## src/rtl/tpr_pkg.sv

```systemverilog
// shared types and constants for the triangle point-to-reference block
`timescale 1ns / 1ps
package tpr_pkg;

   localparam int COORD_BITS     = 32;
   localparam int FRAC_BITS_DEF  = 16;
   localparam int DIFF_BITS      = COORD_BITS + 1;
   localparam int PROD_BITS      = 2 * DIFF_BITS;
   localparam int SUM_BITS       = PROD_BITS + 1;
   localparam int QUO_BITS       = COORD_BITS + 1;

   typedef struct packed {
      logic signed [COORD_BITS-1:0] v0_x;
      logic signed [COORD_BITS-1:0] v0_y;
      logic signed [COORD_BITS-1:0] v1_x;
      logic signed [COORD_BITS-1:0] v1_y;
      logic signed [COORD_BITS-1:0] v2_x;
      logic signed [COORD_BITS-1:0] v2_y;
      logic signed [COORD_BITS-1:0] point_x;
      logic signed [COORD_BITS-1:0] point_y;
   } req_type;

   typedef struct packed {
      logic signed [COORD_BITS-1:0] ref_u;
      logic signed [COORD_BITS-1:0] ref_v;
      logic                         singular;
   } rsp_type;

   // per-lane control that travels with the data
   typedef struct packed {
      logic valid;
      logic singular;
      logic neg;
      logic ovf;
   } ctl_type;

endpackage

```

## src/rtl/tpr_div_step.sv

```systemverilog
// one restoring division step: one quotient bit per stage
`timescale 1ns / 1ps
module tpr_div_step #(
   parameter int WORK_BITS = 116,
   parameter int SHIFT     = 0
) (
   input  logic                            clock,
   input  logic                            reset,
   input  logic                            en,
   input  tpr_pkg::ctl_type                ctl_i,
   input  logic [WORK_BITS-1:0]            rem_i,
   input  logic [tpr_pkg::SUM_BITS-1:0]    den_i,
   input  logic [tpr_pkg::QUO_BITS-1:0]    quo_i,
   output tpr_pkg::ctl_type                ctl_o,
   output logic [WORK_BITS-1:0]            rem_o,
   output logic [tpr_pkg::SUM_BITS-1:0]    den_o,
   output logic [tpr_pkg::QUO_BITS-1:0]    quo_o
);
   import tpr_pkg::*;

   ctl_type              ctl_ff;
   logic [WORK_BITS-1:0] rem_ff, dsh;
   logic [SUM_BITS-1:0]  den_ff;
   logic [QUO_BITS-1:0]  quo_ff;
   logic                 fits;

   assign dsh  = WORK_BITS'(den_i) << SHIFT;
   assign fits = (rem_i >= dsh);

   always_ff @(posedge clock) begin
      if (reset) begin
         ctl_ff <= '0;
      end else if (en) begin
         ctl_ff <= ctl_i;
      end
   end

   always_ff @(posedge clock) begin
      if (en) begin
         rem_ff <= fits ? rem_i - dsh : rem_i;
         den_ff <= den_i;
         quo_ff <= quo_i | (QUO_BITS'(fits) << SHIFT);
      end
   end

   assign ctl_o = ctl_ff;
   assign rem_o = rem_ff;
   assign den_o = den_ff;
   assign quo_o = quo_ff;

endmodule

```

## config.mk

```make
export PLATFORM = sky130hd
export DESIGN_NAME = tpr_div_step
export DESIGN_NICKNAME = d
export VERILOG_FILES = /design/src/rtl/tpr_pkg.sv /design/src/rtl/tpr_div_step.sv
export SDC_FILE = /design/constraint.sdc
export NUM_CORES = 1
export LEC_CHECK = 0
export BUFFER_PORTS_ARGS = -buffer_cell sky130_fd_sc_hd__buf_2
export CAP_MARGIN = 15
export CORE_UTILIZATION = 36
export DETAILED_ROUTE_END_ITERATION = 16
export PLACE_DENSITY = 0.71
export SYNTH_ARGS = -nofsm -noshare
export SYNTH_HDL_FRONTEND = slang
export SYNTH_SLANG_ARGS = --single-unit
```

## constraint.sdc

```tcl
create_clock -name clock -period 3.7 [get_ports clock]
set_clock_uncertainty 0.2 [all_clocks]
set_input_delay 0.555 -clock clock [delete_from_list [all_inputs] [get_ports clock]]
set_output_delay 0.555 -clock clock [all_outputs]
set_load 0.01 [all_outputs]
```

==> metrics.cfg <==
[yosys]
yosys_warnings = 0
synth.top_cells.by_area = sky130_fd_sc_hd__edfxtp_1 48%, sky130_fd_sc_hd__ha_1 6.2%, sky130_fd_sc_hd__a21oi_1 5.6%
yosysTopAreaCell = sky130_fd_sc_hd__edfxtp_1
ys_types = 65
synthAdderAreaFrac_pct = 6.360
dominant_combinational_cell_family_by_area_after_synthesis = simple AND/OR/NAND/NOR gates
synth_compound_gate_area_share_pct = 15.78
synth-main-ff-cell = sky130_fd_sc_hd__edfxtp_1
synthesized_net_count = 1668
synth-seq-area-share_pct = 48.66
synth_mux_area_share_pct = 0.4543
post_synth_instance_area_um2 = 13500
postSynthRegisterBits = 220
synthArstFlopShare_pct = 0
postSynthCellCount = 1377
yosys.area_share.simple_pct = 17.40
synth_enable_flop_cells = 216
synth.top_cell.area_share_pct = 48.06
syn_avg_cell_area_um2 = 9.801
yosys.area_share.xor_xnor_pct = 7.139

[die]
area_of_the_die_um2 = 38270
die_height_um = 195.6
die_width_um = 195.6
row_count = 70
boundaryPins = 443
floorplan.core_area_um2 = 36790
initial_core_util_pct = 36.69

[final_layout]
synth_to_layout_area_growth_pct = 50.38
final_nets = 2477
drive_above_1_share_pct = 37.17
final_cell_count_no_fill = 2675
layout_common_cells = 441 x sky130_fd_sc_hd__buf_2, 300 x sky130_fd_sc_hd__buf_4, 216 x sky130_fd_sc_hd__edfxtp_1
most_frequent_standard_cell_in_the_layout_excluding_fill_and_tap_cells = sky130_fd_sc_hd__buf_2

[worst_setup_path]
endpoint_kind = flip-flop
cell_by_cell_trace_of_the_critical_path = dlygate4sd3_1 > buf_2 > inv_1 > ha_1 > buf_4 > nand2_2 > o21ai_0 > a221o_1 > a311o_1 > o22ai_1 > a21oi_1 > buf_4 > and3b_2 > nand4b_1 > xnor2_1
critical-path-top-delay-family = buffers and inverters
cp_launch_type = input port
cpMaxStageDelayCell = sky130_fd_sc_hd__dlygate4sd3_1
worst_ep_arrival_time_ns = 3.79
critical_path_required_ns = 3.80
cp.buffers_inverters = 5
r2r-end = ctl_o[1]$_SDFFE_PP0P_
timing.critical_path.slowest_cell_delay_ns = 0.52
timing.rr.start = ctl_o[1]$_SDFFE_PP0P_
worstRegToRegCells = 2
worstPathMaxFanout = 6
path_class = input port to flip-flop
crit_path_frequent_cell = sky130_fd_sc_hd__buf_4
reg2reg_setup_slack_ns = 2.83

[route]
vias_per_cell = 5.191
met1_length_mm = 20.42
vias = 13885
drc_errors = 0
final_wirelength_mm = 50.23
drt-initial-drc-count = 778
route.top_layer_used = met5
detailroute.wirelength.met2_mm = 24.95
detailroute.wirelength.met3_mm = 3.505
drt_pre_antenna_iters = 7
routedWlPerCell_um = 18.78
route.antenna.remaining_nets = 0

[pwr]
p_leak_uw = 0.009020
design_power_total_uw = 7792
ir_drop_worst_case_vdd_uv = 371.9
power_per_cell_area_nw_per_um2 = 383.9

[cts]
insertion_delay_ns = 0.55
clkSlewWorstSetupHoldPaths_ns = 0.06
htree_num_levels = 1
clock_sinks = 220
cts_tree = built
cts_made_buffers = 26
post-cts-setup-buffers = 0
cts_max_path_buffers = 3
clockRootBuffer = sky130_fd_sc_hd__clkbuf_16

[placement]
placed_cells_incl_taps = 2533
finalWeightedCongestion = 0.9215
place.port_buffers = 442
dp.final_hpwl_mm = 39.87

[grt]
grt_start_max_net_pins = 92
global_route_wire_length_before_repair_mm = 76.66
grt_remaining_overflow = 0
first_global_vias = 14256
grt_antenna_before_repair = 5
grtUsageTotal_pct = 25.71

[sta]
slew_headroom_pct = 47.67
final-hold-violation-count = 0
min_period_over_period_pct = 99.74
fmax_mhz = 271.0
worst_slew_pin_slew_ns = 0.7849
finalMaxSlewViolations = 0
report.final.setup_viol = 0
final_period_minus_worst_setup_slack_ns = 3.690

[min_path]
holdPathEnd = ctl_o[0]$_SDFFE_PP0P_
hold_depth = 3
worstHoldStart = ctl_i[0]
hold_path_class = input port to flip-flop

[flow_run]
drv_cap = 0

[outcome]
run_status = finished, final reports clean

report_power, final:
part	internal [uW]	leakage [uW]	switching, uW
Sequential	3070	0.00215	70.9
Clock	1440	0.000399	1090
Combinational	991	0.00647	1140
synth_stat cells (5+ instances only):
cell type	n
sky130_fd_sc_hd__nand4b_1	9
sky130_fd_sc_hd__buf_2	6
sky130_fd_sc_hd__nand4_1	34
sky130_fd_sc_hd__nor3_1	50
sky130_fd_sc_hd__a31oi_1	12
sky130_fd_sc_hd__a211oi_1	8
sky130_fd_sc_hd__a21o_1	30
sky130_fd_sc_hd__or3_1	26
sky130_fd_sc_hd__mux2i_1	5
sky130_fd_sc_hd__o21a_1	17
sky130_fd_sc_hd__o211ai_1	5
sky130_fd_sc_hd__nand3_1	19
sky130_fd_sc_hd__clkbuf_1	52
sky130_fd_sc_hd__nor2b_1	9
sky130_fd_sc_hd__and2_1	8
sky130_fd_sc_hd__xnor2_1	43
sky130_fd_sc_hd__o21ai_1	5
sky130_fd_sc_hd__o21bai_1	10
sky130_fd_sc_hd__edfxtp_1	216
sky130_fd_sc_hd__ha_1	67
sky130_fd_sc_hd__o21ai_0	70
sky130_fd_sc_hd__nand2_1	102
sky130_fd_sc_hd__o31ai_1	5
sky130_fd_sc_hd__xor2_1	67
sky130_fd_sc_hd__a21boi_0	7
sky130_fd_sc_hd__a21oi_1	151
sky130_fd_sc_hd__or4_1	11
sky130_fd_sc_hd__nand2b_1	8
sky130_fd_sc_hd__nor3b_1	5
sky130_fd_sc_hd__nor2_1	143
sky130_fd_sc_hd__nor4_1	27
sky130_fd_sc_hd__inv_1	83
metrics by stage:
stage | TNS, ns | setup slack, ns | cell area, um2 | utilization (%) | hold slack (ns)
floorplan | 0 | 0.09630 | 13500 | - | 0.3279
global placement | -15.59 | -0.4178 | 18470 | 50.20 | 0.2756
detailed placement | -18.15 | -0.4258 | 18470 | 50.20 | 0.2844
CTS | 0 | 0.02578 | 20240 | 55.01 | 0.01413
global route | -0.05346 | -0.04044 | 20290 | 55.16 | 0.01958
finish | 0 | 0.009741 | 20290 | 55.17 | 0.04403
kinds of logic after synthesis:
kind of cell             Yosys count
AO/OA/AOI/OAI                    355
XOR/XNOR                         110
adder cells (fa/ha/maj)           68
buffers and inverters            145
flip-flops                       220
multiplexers                       6
AND/OR/NAND/NOR                  473
flip-flops by register name, summed over array words and instances (netlist names):
signal and count:
ctl_o 4, rem_o 116, quo_o 33, den_o 67
per-layer routing:
metal,track usage [%],vias to the layer above
met5,0,-
li1,-,6711
met1,31.05,6544
met2,46.46,540
met4,6.387,4
met3,5.181,86
worst reg2reg max path: stages, from the launching register on:
cell and delay [ns]:
sky130_fd_sc_hd__dfxtp_1 0.32, sky130_fd_sc_hd__mux2i_1 0.18, sky130_fd_sc_hd__nor2_1 0.07
how the worst max path moves through the flow:
stage | from | endpoint | slack, ns | depth (start not counted)
2_1_floorplan | rem_i[0] | rem_o[99]$_DFFE_PP_ | 0.1 | 12
3_3_place_gp | rem_i[0] | rem_o[106]$_DFFE_PP_ | -0.42 | 13
3_5_place_dp | den_i[13] | rem_o[73]$_DFFE_PP_ | -0.43 | 16
4_1_cts | den_i[51] | rem_o[73]$_DFFE_PP_ | 0.03 | 15
5_1_grt | den_i[51] | rem_o[97]$_DFFE_PP_ | -0.04 | 15
6_report | den_i[51] | rem_o[97]$_DFFE_PP_ | 0.01 | 15
final cells by class:
| cell class | count | area (um2) |
|---|---|---|
| diodes | 1 | 2.502 |
| clock buffers | 28 | 658.1 |
| clock inverters | 20 | 180.2 |
| fillers | 3307 | 16490 |
| inverters | 83 | 311.5 |
| multi-input cells | 1012 | 6425 |
| flip-flops and latches | 220 | 6566 |
| well taps | 468 | 585.6 |
| repair buffers | 843 | 5565 |
timing repair:
item                                    CTS  global route
endpoints found under the setup margin    0            36
hold endpoints to repair                 96             0
hold buffers                             93             0
resized for setup                         0            17
Power figures use the tool's default switching activity.
