### config.mk
export PLATFORM = sky130hd
export DESIGN_NAME = tpr_round
export DESIGN_NICKNAME = d
export VERILOG_FILES = /design/src/rtl/tpr_pkg.sv /design/src/rtl/tpr_round.sv
export SDC_FILE = /design/constraint.sdc
export NUM_CORES = 1
export LEC_CHECK = 0
export BUFFER_PORTS_ARGS = -buffer_cell sky130_fd_sc_hd__buf_4
export CAP_MARGIN = 40
export CORE_MARGIN = 3
export CORE_UTILIZATION = 40
export DETAILED_ROUTE_END_ITERATION = 8
export GPL_TIMING_DRIVEN = 1
export PLACE_DENSITY = 0.76
export SLEW_MARGIN = 10
export SYNTH_ARGS = -nofsm -noshare
export SYNTH_HDL_FRONTEND = slang
export SYNTH_SLANG_ARGS = --single-unit
export TNS_END_PERCENT = 50
### constraint.sdc
create_clock -name vclk -period 5.4
set_input_delay 0.27 -clock vclk [all_inputs]
set_output_delay 0.27 -clock vclk [all_outputs]
set_load 0.03 [all_outputs]
### src/rtl/tpr_pkg.sv
// shared types and constants for the triangle point-to-reference block
`timescale 1ns / 1ps
package tpr_pkg;

   localparam int COORD_BITS     = 32;
   localparam int FRAC_BITS_DEF  = 16;
   localparam int DIFF_BITS      = COORD_BITS + 1;
   localparam int PROD_BITS      = 2 * DIFF_BITS;
   localparam int SUM_BITS       = PROD_BITS + 1;
   localparam int QUO_BITS       = COORD_BITS + 1;

   typedef struct packed {
      logic signed [COORD_BITS-1:0] v0_x;
      logic signed [COORD_BITS-1:0] v0_y;
      logic signed [COORD_BITS-1:0] v1_x;
      logic signed [COORD_BITS-1:0] v1_y;
      logic signed [COORD_BITS-1:0] v2_x;
      logic signed [COORD_BITS-1:0] v2_y;
      logic signed [COORD_BITS-1:0] point_x;
      logic signed [COORD_BITS-1:0] point_y;
   } req_type;

   typedef struct packed {
      logic signed [COORD_BITS-1:0] ref_u;
      logic signed [COORD_BITS-1:0] ref_v;
      logic                         singular;
   } rsp_type;

   // per-lane control that travels with the data
   typedef struct packed {
      logic valid;
      logic singular;
      logic neg;
      logic ovf;
   } ctl_type;

endpackage

### src/rtl/tpr_round.sv
// round to nearest, apply sign and saturate one coordinate
`timescale 1ns / 1ps
module tpr_round #(
   parameter int WORK_BITS = 116
) (
   input  tpr_pkg::ctl_type                ctl_i,
   input  logic [WORK_BITS-1:0]            rem_i,
   input  logic [tpr_pkg::SUM_BITS-1:0]    den_i,
   input  logic [tpr_pkg::QUO_BITS-1:0]    quo_i,
   output logic signed [tpr_pkg::COORD_BITS-1:0] coord_o
);
   import tpr_pkg::*;

   localparam logic [QUO_BITS:0]   LIMIT   = (QUO_BITS+1)'(1) << (COORD_BITS - 1);
   localparam logic [COORD_BITS-1:0] MAX_POS = {1'b0, {(COORD_BITS-1){1'b1}}};
   localparam logic [COORD_BITS-1:0] MIN_NEG = {1'b1, {(COORD_BITS-1){1'b0}}};

   logic              up;
   logic [QUO_BITS:0] qr;

   always_comb begin
      // remainder stays below the divisor, so its low bits hold it all
      up = ({rem_i[SUM_BITS-1:0], 1'b0} >= {1'b0, den_i});
      qr = (QUO_BITS+1)'(quo_i) + (QUO_BITS+1)'(up);
      priority if (ctl_i.singular) begin
         coord_o = '0;
      end else if (!ctl_i.neg && (ctl_i.ovf || qr >= LIMIT)) begin
         coord_o = MAX_POS;
      end else if (ctl_i.neg && (ctl_i.ovf || qr > LIMIT)) begin
         coord_o = MIN_NEG;
      end else if (ctl_i.neg) begin
         coord_o = COORD_BITS'(-qr);
      end else begin
         coord_o = COORD_BITS'(qr);
      end
   end

endmodule

==> metrics.txt, run 1 <==
status complete, no violations; Hold Vio Cnt, Final 0; Yosys Warn Count 0; Switching Share 0.505; Worst Hold Class in2out; nets@finish 1084; diode count 0; CP max FO 15; core footprint 9460 um2; Crit Path Category in2out; hold slack final 0.997 ns; post-synthesis instance total 579; worst-margin pin slew 0.470 ns; Psw 240 uW; Clock Buffer Count 0; internal power 234 uW; Yosys top cell area share 0.216; synth top area cells ha_1, xnor2_1, inv_1, a21o_1, a21oi_1; Leakage 3.10 nW; post-route DRC violation count 0; final setup margin 0.225 ns; dpl hpwl 12700 um; grt total ovfl 0; f_max 193 MHz; Comb power frac 1.000; Starting Density 0.422; largest net degree at the start of global routing 34; Die Ht 106 um; Max-cap violations 0; Critical Path Source Type primary input; VDD IR max 0.0454 mV; Worst Path Arrival 4.91 ns; Vias/cell 5.49; CP Capture Type output pin; Power Density 78.3 nW/um2; Clock power frac 0; Core Rows 35; num sequential 0; Seq/Total Area, Yosys 0; Synth top cells by count inv_1, ha_1, xnor2_1, nor2_1, a21oi_1; DR WL/cell 15.8 um; Die Wd 106 um; DRT iter0 DRCs 171; layout cells sized above 1 0.382; die area 11200 um2; Synth cell types 70; Slew Viols, Final 0; RePlAce Congestion 0.933; Routed WL 14600 um; TritonRoute pass-1 iters 5; Final period util 0.958; IO Pins 252; syn_nets 868; initial antenna violation count 0; Routed Antenna Nets 0; Rel. slew slack 0.685; vias in the first global route 5087; Netlist Area Pre-Place 3990 um2; fin crit period 5.18 ns; Vias 5059; Mean Syn Cell Area 6.89 um2; Total GRT Usage 0.242; count leader, synth inv_1; FF/Latch Area 0 um2; worst slack at placement -0.383 ns; sequential power share 0; area delta synth->final 51.7%; # setup viols final 0; cell taking the most area after synthesis ha_1; # hold bufs at CTS 0; port bufs 202; first-pass GRT wire length 23100 um; Crit path required time 5.13 ns; Pwr Total 474 uW
[final cells by class]
cell class                 count  area (um2)
tap                          129         161
inverter                      78         293
multi-input combinational    475        3780
fill                         844        3400
timing repair buffer         240        1820
[critical path, cell delays in order]
cell and delay [ns]:
buf_4 0.07, inv_1 0.05, ha_4 0.28, nand4_1 0.12, or4b_4 0.58, nor3_4 0.16
nand4_1 0.17, o221ai_2 0.21, a221oi_2 0.05, o21ai_1 0.10, ha_2 0.23, buf_4 0.13
and4_1 0.29, nand4_4 0.20, or4_1 0.61, xnor2_2 0.18, and3b_2 0.25, nor2_1 0.18
o21ai_4 0.12, buf_12 0.16, a21oi_1 0.22, nor2_1 0.07, buf_4 0.17
[path summary, 6_finish.rpt]
kind	from	end	slack, ns	cells after the start
worst max-delay path	den_i[63]	coord_o[4]	0.22	23
worst min-delay path	ctl_i[2]	coord_o[10]	1.0	3
[power by group through the flow]
| stage | clock network, mW | logic, mW | registers (mW) |
|---|---|---|---|
| floorplan | 0 | 0.253 | 0 |
| global placement | 0 | 0.436 | 0 |
| detailed placement | 0 | 0.452 | 0 |
| CTS | 0 | 0.463 | 0 |
| global route | 0 | 0.519 | 0 |
| finish | 0 | 0.474 | 0 |
[metrics by stage]
step                      instance area [um2]  std cells  setup TNS [ns]   util
final                                    6060        922               0  0.640
after detailed placement                 5800        917           -7.82  0.613
after global placement                   5800        917           -3.64  0.613
after global routing                     6060        922         -0.0588  0.640
after floorplan                          3990        579               0      -
after CTS                                5890        918               0  0.622
[placed cells by master, fill, tap and decap left out, types with 3 or more instances in the layout]
master      n
ha_4        4
nand2b_1    4
or3_1       3
a21boi_0    3
o31a_1      3
o21ai_0    19
mux2i_1     6
xor2_1     13
a21oi_1    37
nor2b_1     4
a22oi_1     3
a21o_1     26
a211oi_1    3
nor2_1     42
a31oi_1     5
nand3_1    17
or2_2       4
nand2_1    33
and4_4      3
inv_1      75
xnor2_1    47
nor3_1     16
a211oi_2    5
buf_4     238
nor4_2      5
nand4_1    25
nor4_1      5
o21ai_1    13
and4_1      3
o21a_1      3
ha_1       63
inv_2       3
[metal layers]
layer / up-vias / GRT usage / wire length (um)
met1: 2360 / 0.280 / 5590
met5: - / 0 / 0
li1: 2494 / - / -
met4: 0 / 0.0555 / 313
met3: 24 / 0.0328 / 988
met2: 181 / 0.466 / 7670
[kinds of logic after synthesis]
| logic type | Yosys count | share of synthesized area |
|---|---|---|
| AOI/OAI and AO/OA | 141 | 0.237 |
| xor gates and xnor gates | 61 | 0.134 |
| adders and majority gates | 69 | 0.216 |
| buffers and inverters | 104 | 0.106 |
| muxes | 11 | 0.0326 |
| and+or+nand+nor | 193 | 0.274 |
[what timing repair did]
item,CTS,global route
endpoints found under the setup margin,32,32
resized for setup,18,24
buffers inserted,1,4
pin swaps,5,18
Note: power is estimated with default switching activity, not from simulation.
==> run 2: changes to the inputs <==
--- a/config.mk
+++ b/config.mk
@@ -11,7 +11,7 @@
 export CORE_UTILIZATION = 40
 export DETAILED_ROUTE_END_ITERATION = 8
 export GPL_TIMING_DRIVEN = 1
-export PLACE_DENSITY = 0.76
+export PLACE_DENSITY = 0.79
 export SLEW_MARGIN = 10
 export SYNTH_ARGS = -nofsm -noshare
 export SYNTH_HDL_FRONTEND = slang
==> metrics.txt, run 2 (synthesized netlist as in run 1, its figures left out) <==
TritonRoute pass-1 iters 6 (was 5); Worst Path Arrival 4.94 ns (was 4.91 ns); # hold bufs at CTS 0 (unchanged); f_max 192 MHz (was 193 MHz); RePlAce Congestion 0.931 (was 0.933); Finished Core Util 0.634 (was 0.640); Vias 5098 (was 5059); FF/Latch Area 0 um2 (unchanged); Rel. slew slack 0.620 (was 0.685); worst-margin pin slew 0.566 ns (was 0.470 ns); Post-Layout Cell Count 915 (was 922); area delta synth->final 50.2% (was 51.7%); Vias/cell 5.57 (was 5.49); internal power 234 uW (about the same); Core Rows 35 (unchanged); Final period util 0.965 (was 0.958); Clock power frac 0 (about the same); Clock Buffer Count 0 (unchanged); Total GRT Usage 0.241 (was 0.242); IO Pins 252 (unchanged); vias in the first global route 5168 (was 5087); most common cell after layout, fill and taps aside buf_4 (unchanged); initial antenna violation count 0 (unchanged); Hold Vio Cnt, Final 0 (unchanged); CP max FO 5 (was 15); Critical Path Source Type primary input (unchanged); post-route DRC violation count 0 (unchanged); Psw 241 uW (was 240 uW); Switching Share 0.507 (was 0.505); Die Ht 106 um (unchanged); Leakage 3.08 nW (was 3.10 nW); Routed Antenna Nets 0 (unchanged); first-pass GRT wire length 23000 um (was 23100 um); diode count 0 (unchanged); worst slack at placement -0.185 ns (was -0.383 ns); Worst Hold Class in2out (unchanged); Die Wd 106 um (unchanged); # fillers 864 (was 844); Slew Viols, Final 0 (unchanged); VDD IR max 0.0427 mV (was 0.0454 mV); fin crit period 5.21 ns (was 5.18 ns); Setup TNS 0 ns (unchanged); core footprint 9460 um2 (unchanged); # setup viols final 0 (unchanged); Starting Density 0.422 (unchanged); Crit path required time 5.13 ns (about the same); DRT iter0 DRCs 197 (was 171); largest net degree at the start of global routing 34 (unchanged); Routed WL 14700 um (was 14600 um); status complete, no violations (unchanged); layout cells sized above 1 0.373 (was 0.382); nets@finish 1077 (was 1084); Crit Path Category in2out (unchanged); num sequential 0 (unchanged); cell count after placement 913 (was 917); dpl hpwl 12600 um (was 12700 um); Max-cap violations 0 (unchanged); commonest cells after routing, fill and taps aside buf_4, inv_1, ha_1, xnor2_1, nor2_1 (unchanged); die area 11200 um2 (unchanged); grt total ovfl 0 (unchanged); Comb power frac 1.000 (about the same); port bufs 202 (unchanged); DR WL/cell 16.1 um (was 15.8 um); sequential power share 0 (about the same); Pwr Total 476 uW (was 474 uW); Power Density 79.3 nW/um2 (was 78.3 nW/um2); CP Capture Type output pin (unchanged); final setup margin 0.192 ns (was 0.225 ns)
[run 2: timing repair]
action,in CTS,in global routing
buffers inserted,0,2
pin swaps,7,19
resized for setup,19,20
endpoints found under the setup margin,32,32
hold endpoints to repair,0,0
[run 2: final timing paths]
path	end	start	cells after the start
worst max-delay path	coord_o[18]	rem_i[0]	26
worst min-delay path	coord_o[24]	ctl_i[2]	3
[run 2: power by group through the flow]
stage | clock [mW] | combinational [mW] | sequential [mW]
3_5_place_dp | 0 | 0.453 | 0
6_report | 0 | 0.476 | 0
4_1_cts | 0 | 0.463 | 0
2_1_floorplan | 0 | 0.253 | 0
3_3_place_gp | 0 | 0.436 | 0
5_1_grt | 0 | 0.519 | 0
[run 2: critical path: stages]
cell	delay [ns]
buf_4	0.11
ha_1	0.27
nor2b_1	0.15
o21a_1	0.16
o21a_1	0.15
o21ai_0	0.18
o21ai_0	0.12
a211oi_1	0.24
o21ai_1	0.13
a221oi_2	0.27
o21ai_1	0.10
ha_2	0.20
ha_4	0.23
inv_4	0.06
ha_4	0.13
or4b_4	0.47
o31ai_4	0.08
and2_4	0.18
nand3b_1	0.19
buf_4	0.23
nor3_2	0.20
mux2i_1	0.22
a22oi_1	0.11
xor2_1	0.17
o21ai_1	0.13
buf_4	0.17
[run 2: cell type report]
class,instances,area (um2),share of cell area
inverter,78,295,0.0492
multi-input combinational,475,3760,0.628
tap,129,161,0.0269
timing repair buffer,233,1770,0.296
[run 2: metal layers]
layer  GRT usage  vias up  wire length (um)
met5           0        -                 0
met4      0.0768        0               554
met3      0.0376       49              1150
met2       0.469      236              7640
met1       0.264     2327              5360
li1            -     2486                 -
[run 2: stage by stage]
stage | cell area [um2] | hold slack [ns]
5_1_grt | 6000 | 1.03
6_report | 6000 | 1.01
3_5_place_dp | 5780 | 1.01
3_3_place_gp | 5780 | 0.998
2_1_floorplan | 3990 | 0.795
4_1_cts | 5870 | 1.01
